--- src/design/rmt_pkg.sv ---
package rmt_pkg;

	localparam int COLUMNS = 32;
	localparam int COL_W = 5;

	typedef enum logic [1:0] {
		OP_LOAD    = 2'd0,
		OP_EMIT    = 2'd1,
		OP_RESTART = 2'd2,
		OP_NONE    = 2'd3
	} op_t;

	// One queued command word.
	typedef struct packed {
		op_t  op;
		logic sys_bit;
		logic par1_bit;
		logic par2_bit;
	} cmd_t;

	typedef enum logic [3:0] {
		ST_IDLE,
		ST_LOAD_ADDR,
		ST_WR_SYS,
		ST_WR_PAR1,
		ST_WR_PAR2,
		ST_EMIT_START,
		ST_MOD,
		ST_SPLIT,
		ST_SCAN,
		ST_RESP
	} eng_state_t;

	localparam logic [1:0] CFG_TRIPLES = 2'd0;
	localparam logic [1:0] CFG_OUT_LEN = 2'd1;
	localparam logic [1:0] CFG_RV      = 2'd2;

	// Bit-reversed column permutation of the 32-column interleaver.
	function automatic logic [COL_W-1:0] col_perm(input logic [COL_W-1:0] c);
		col_perm = {c[0], c[1], c[2], c[3], c[4]};
	endfunction

endpackage

--- src/design/rmt_cmd_queue.sv ---
module rmt_cmd_queue (
	input  logic          clk,
	input  logic          arst_n,
	input  logic          push,
	input  rmt_pkg::cmd_t push_cmd,
	input  logic          pop,
	output logic          full,
	output logic          head_valid,
	output rmt_pkg::cmd_t head_cmd
);

	rmt_pkg::cmd_t entry_q [2];
	logic          wr_ptr_q;
	logic          rd_ptr_q;
	logic [1:0]    count_q;
	logic          do_push;
	logic          do_pop;

	// Unused op codes are dropped here, so the back end only sees real work.
	assign do_push    = push && (count_q != 2'd2) && (push_cmd.op != rmt_pkg::OP_NONE);
	assign do_pop     = pop && (count_q != 2'd0);
	assign full       = (count_q == 2'd2);
	assign head_valid = (count_q != 2'd0);
	assign head_cmd   = entry_q[rd_ptr_q];

	always_ff @(posedge clk or negedge arst_n) begin
		if (!arst_n) begin
			wr_ptr_q <= 1'b0;
			rd_ptr_q <= 1'b0;
			count_q  <= 2'd0;
		end else begin
			if (do_push) wr_ptr_q <= ~wr_ptr_q;
			if (do_pop) rd_ptr_q <= ~rd_ptr_q;
			count_q <= count_q + 2'(do_push) - 2'(do_pop);
		end
	end

	always_ff @(posedge clk) begin
		if (do_push) entry_q[wr_ptr_q] <= push_cmd;
	end

endmodule

--- config.mk ---
export PLATFORM = sky130hd
export DESIGN_NAME = rmt_cmd_queue
export DESIGN_NICKNAME = d
export VERILOG_FILES = /design/src/design/rmt_pkg.sv /design/src/design/rmt_cmd_queue.sv
export SDC_FILE = /design/constraint.sdc
export NUM_CORES = 1
export LEC_CHECK = 0
export BUFFER_PORTS_ARGS = -buffer_cell sky130_fd_sc_hd__clkbuf_2
export CORE_AREA = 2 2 39 41
export DETAILED_ROUTE_END_ITERATION = 16
export DIE_AREA = 0 0 41 43
export PLACE_DENSITY = 0.79
export SETUP_SLACK_MARGIN = 0.02
export SYNTH_ARGS = -nofsm -noshare
export SYNTH_HDL_FRONTEND = slang
export SYNTH_SLANG_ARGS = --single-unit
--- constraint.sdc ---
create_clock -name clk -period 1.95 [get_ports clk]
set_input_delay 0 -clock clk [delete_from_list [all_inputs] [get_ports clk]]
set_output_delay 0 -clock clk [all_outputs]
set_load 0.02 [all_outputs]
# [After elaboration in Yosys (flattened, before gate mapping)]
# Memory sizes are Yosys's and may differ from the RTL's.
# Index checks and enable logic that the tools add are counted.
# Widths: inputs -> output; s select.
[classes] n_addsub=2 n_eq_ne=3 muxes=2 n_reduce_logical=4 bitwise_logic=2
[ops] cell="$ne 2x2->1 const B" n=2
[ops] cell="$logic_and 1x1->1" n=3
[ops] cell="$add 2x1->2" n=1
[ops] cell="$eq 2x2->1 const B" n=1
[ops] cell="$mux 1" n=2
[ops] cell="$not 1->1" n=2
[ops] cell="$reduce_bool 2->1" n=1
[ops] cell="$sub 2x1->2" n=1
[totals] ramBits=10 mem_count=1 output_inout_bits=7 register_bits=4 input_bits=9
[mem_list] name="entry_q" depth=2 word_bits=5 read_ports=1 rd_ports_with_merged_regs=0 write_ports=1 line="rmt_cmd_queue.sv:12" rtl="rmt_pkg::cmd_t entry_q [2];"

# [Longest topological paths before layout]
[logic_depth] depth_word=5 ltp_mapped=7 depth_no_buf=7

# [Worst setup path after synthesis]
# No wires, ideal clock.
[synth_timing] kind="reg2reg" start="register count_q[1]" end="register count_q[1]" path_stages_with_launch=8 t_required_ns=1.827 synth_period_minus_slack_ns=1.655 arrival_ns=1.532 setup_ns=0.123 setup_slack_ns=0.295 cell_sequence="dfrtp_1 or2_4 and2_4 ha_1 inv_1 ha_1 xnor2_1 xnor2_1"
[synth_lines] item="from (decl)" line="rmt_cmd_queue.sv:15" rtl="logic [1:0] count_q;"
[synth_lines] item="from (signal assigned)" line="rmt_cmd_queue.sv:34" rtl="count_q <= count_q + 2'(do_push) - 2'(do_pop);"
[synth_lines] item="$reduce_bool 2->1"
[synth_lines] item="net head_valid" line="rmt_cmd_queue.sv:8" rtl="output logic head_valid,"
[synth_lines] item="$logic_and 1x1->1" line="rmt_cmd_queue.sv:21" rtl="assign do_pop = pop && (count_q != 2'd0);"
[synth_lines] item="net do_pop" line="rmt_cmd_queue.sv:17" rtl="logic do_pop;"
[synth_lines] item="$sub 2x1->2" line="rmt_cmd_queue.sv:34"
# The timed path passes the listed nets, and every way through them passes these cells.
# A chain may end at the register's enable or synchronous reset.

# [Final worst setup path]
[layout_timing] start="register count_q[1]" end="register count_q[1]"
[layout_lines] item="$reduce_bool 2->1" line="rmt_cmd_queue.sv:21"
[layout_lines] item="$logic_and 1x1->1" line="rmt_cmd_queue.sv:21"
[layout_lines] item="net do_pop" line="rmt_cmd_queue.sv:17"
[layout_lines] item="$sub 2x1->2" line="rmt_cmd_queue.sv:34"
# The timed path passes the listed nets, and every way through them passes these cells.

==> out/metrics.csv <==
metric,value,unit
grt_use_total,11.5,%
ioPinCount,16,
maxCapViolCount,0,
finalCritPeriodShare,85.1,%
synth_area_leader_cell,edfxtp_1,
drt-initial-drc-count,5,
ys_seq_area_share,68.2,%
drv_slew,0,
final_net_count,71,
cts_tree,built,
hold_path.class,in -> reg,
setup_violations,0,
p_comb_share,39.2,%
rows,14,
finish.instance_area,763,um2
cts_sinks,14,
stdcell_count,75,
p_total,1.03,mW
clock.fmax,0.603,GHz
grt_pass1_vias,328,
vias,324,
synth_area_per_cell,16.8,um2
max_slew_margin,71.9,%
cts.repair.resized,0,
port_buffers,15,
grt_max_degree,9,
clkLatencyLatePin,0.27,ns
wirelength,756,um
grt_setup_unrepaired,no,
vias_per_cell,4.32,
dpl-instance-area,677,um2
criticalPathCategory,reg -> reg,
yosys_warnings,0,
seq_area,400,um2
async_reset_ff_share,28.6,%
die_area,1760,um2
place.gp.congestion,0.634,
clock_skew,0.00156,ns
min_period,1.66,ns
drive_above_1_share,45.8,%
synthFlopType,edfxtp_1,
synth_top_area_share,51.2,%
crit_arrival,1.85,ns
setup_ws,0.290,ns
crit_fanout,3,
synth_edf_count,10,
cts_inserted_buffers,3,
dp.cells,65,
htreeDepth,1,
ant_nets,0,
path_clk_slew,0.08,ns
ys_ff_latch,14,
syn_inst,35,
synthesis.nets,46,
p_int,0.688,mW
drcViolationCount,0,
multi_input_comb_area,174,um2
synth_area,587,um2
diodes,0,
area_delta_synth_final,30.1,%
pre_cts_slack,0.297,ns
setup_tns,0,ns
grt_antenna_before_repair,0,
die_x,41,um
core-area,1380,um2
switching_share,33.3,%
seqPwrFrac,45.5,%
run_status,"finished, final reports clean",
chipHeight,43,um
cts.path.max_buffers,2,
cts_root_buffer,clkbuf_4,
start_util,42.4,%
worstPathRequired,2.14,ns
ir_drop,0.000654,V
cts_hold_buffers,6,
firstDrtPassIters,3,
ys_top_cells_by_count,"edfxtp_1, mux2_2, dfrtp_1",
pwr_density_cell,1350,nW/um2
endpoint_kind,flop,
grt_pass1_wl,1310,um
fillers,124,
hpwlAfterDp,568,um
globalRouteOverflowTotal,0,
hold_viol_final,0,
power_frac_clock,15.3,%
p_leak,0.328,nW
synthDistinctLibCells,14,
postCtsSetupRepairBufs,0,
synth_most_common_cell,edfxtp_1,
p_sw,0.343,mW
critPathLaunchType,flop,
tightestPinTransition,0.420,ns
synth_area_leaders,"edfxtp_1, dfrtp_1, mux2_2, xnor2_1, ha_1",
wl_per_cell,10.1,um
-- sequential cells by signal, indices dropped and copies added (netlist names) --
name and count:
entry_q 10, rd_ptr_q 1, wr_ptr_q 1, count_q 2
-- power by group through the flow --
stage | registers [mW] | logic [mW] | clock network (mW)
2_1_floorplan | 0.446 | 0.333 | 0
3_5_place_dp | 0.479 | 0.396 | 0
4_1_cts | 0.472 | 0.409 | 0.163
3_3_place_gp | 0.476 | 0.393 | 0
5_1_grt | 0.481 | 0.444 | 0.181
6_report | 0.469 | 0.404 | 0.158
-- worst paths after layout --
path / startpoint / to / slack (ns) / cells after the start
worst max-delay path: count_q[1] / count_q[1] / 0.29 / 7
worst min-delay path: pop / rd_ptr_q / 0.02 / 3
worst max register to register: count_q[1] / count_q[1] / 0.29 / 7
worst min register to register: count_q[1] / count_q[1] / 0.50 / 1
max in group asynchronous: arst_n / count_q[1] / 1.75 / 2
min in group asynchronous: arst_n / rd_ptr_q / 0.07 / 2
-- placed cells by master (no fill, tap or decap), types with 2 or more instances in the layout --
| cell type | count |
|---|---|
| xnor2_1 | 3 |
| ha_1 | 2 |
| inv_1 | 2 |
| clkbuf_2 | 15 |
| edfxtp_1 | 10 |
| clkbuf_4 | 3 |
| dlygate4sd3_1 | 6 |
| dfrtp_1 | 4 |
| nor2_1 | 2 |
| mux2_2 | 5 |
-- layer usage --
| metal | global-route usage [%] | wire length [um] | vias up |
|---|---|---|---|
| met5 | 0 | 0 | - |
| met4 | 6.00 | 0 | 0 |
| met3 | 3.14 | 27 | 0 |
| met2 | 18.1 | 396 | 6 |
| met1 | 13.4 | 331 | 147 |
| li1 | - | - | 171 |
-- stage by stage --
step | hold WS [ns] | utilization, %
global placement | -0.187 | 48.9
global route | 0.0253 | 55.2
CTS | 0.0181 | 55.2
detailed placement | -0.188 | 48.9
finish | 0.0238 | 55.2
floorplan | -0.296 | -
-- worst max-delay path, cell delays in order, from the launching register on --
cell     delay (ns)
dfrtp_1        0.41
or2_4          0.26
and2_4         0.16
ha_1           0.26
inv_1          0.04
ha_1           0.17
xnor2_1        0.16
xnor2_1        0.13
-- layout make-up --
class,count,area share [%]
Clock buffer,3,2.95
Clock inverter,1,0.492
Inverter,2,0.984
Multi-Input combinational cell,18,22.8
Sequential cell,14,52.5
Tap cell,16,2.62
Timing Repair Buffer,21,17.7
-- cell families after synthesis --
| kind of cell | after synthesis | synth area share [%] |
|---|---|---|
| flops | 14 | 68.2 |
| simple gates | 7 | 9.81 |
| mux | 5 | 9.59 |
| xor+xnor | 4 | 5.97 |
| buf+inv | 3 | 2.13 |
| fa+ha+maj | 2 | 4.26 |
No activity file was read; power rests on OpenSTA's default activity.
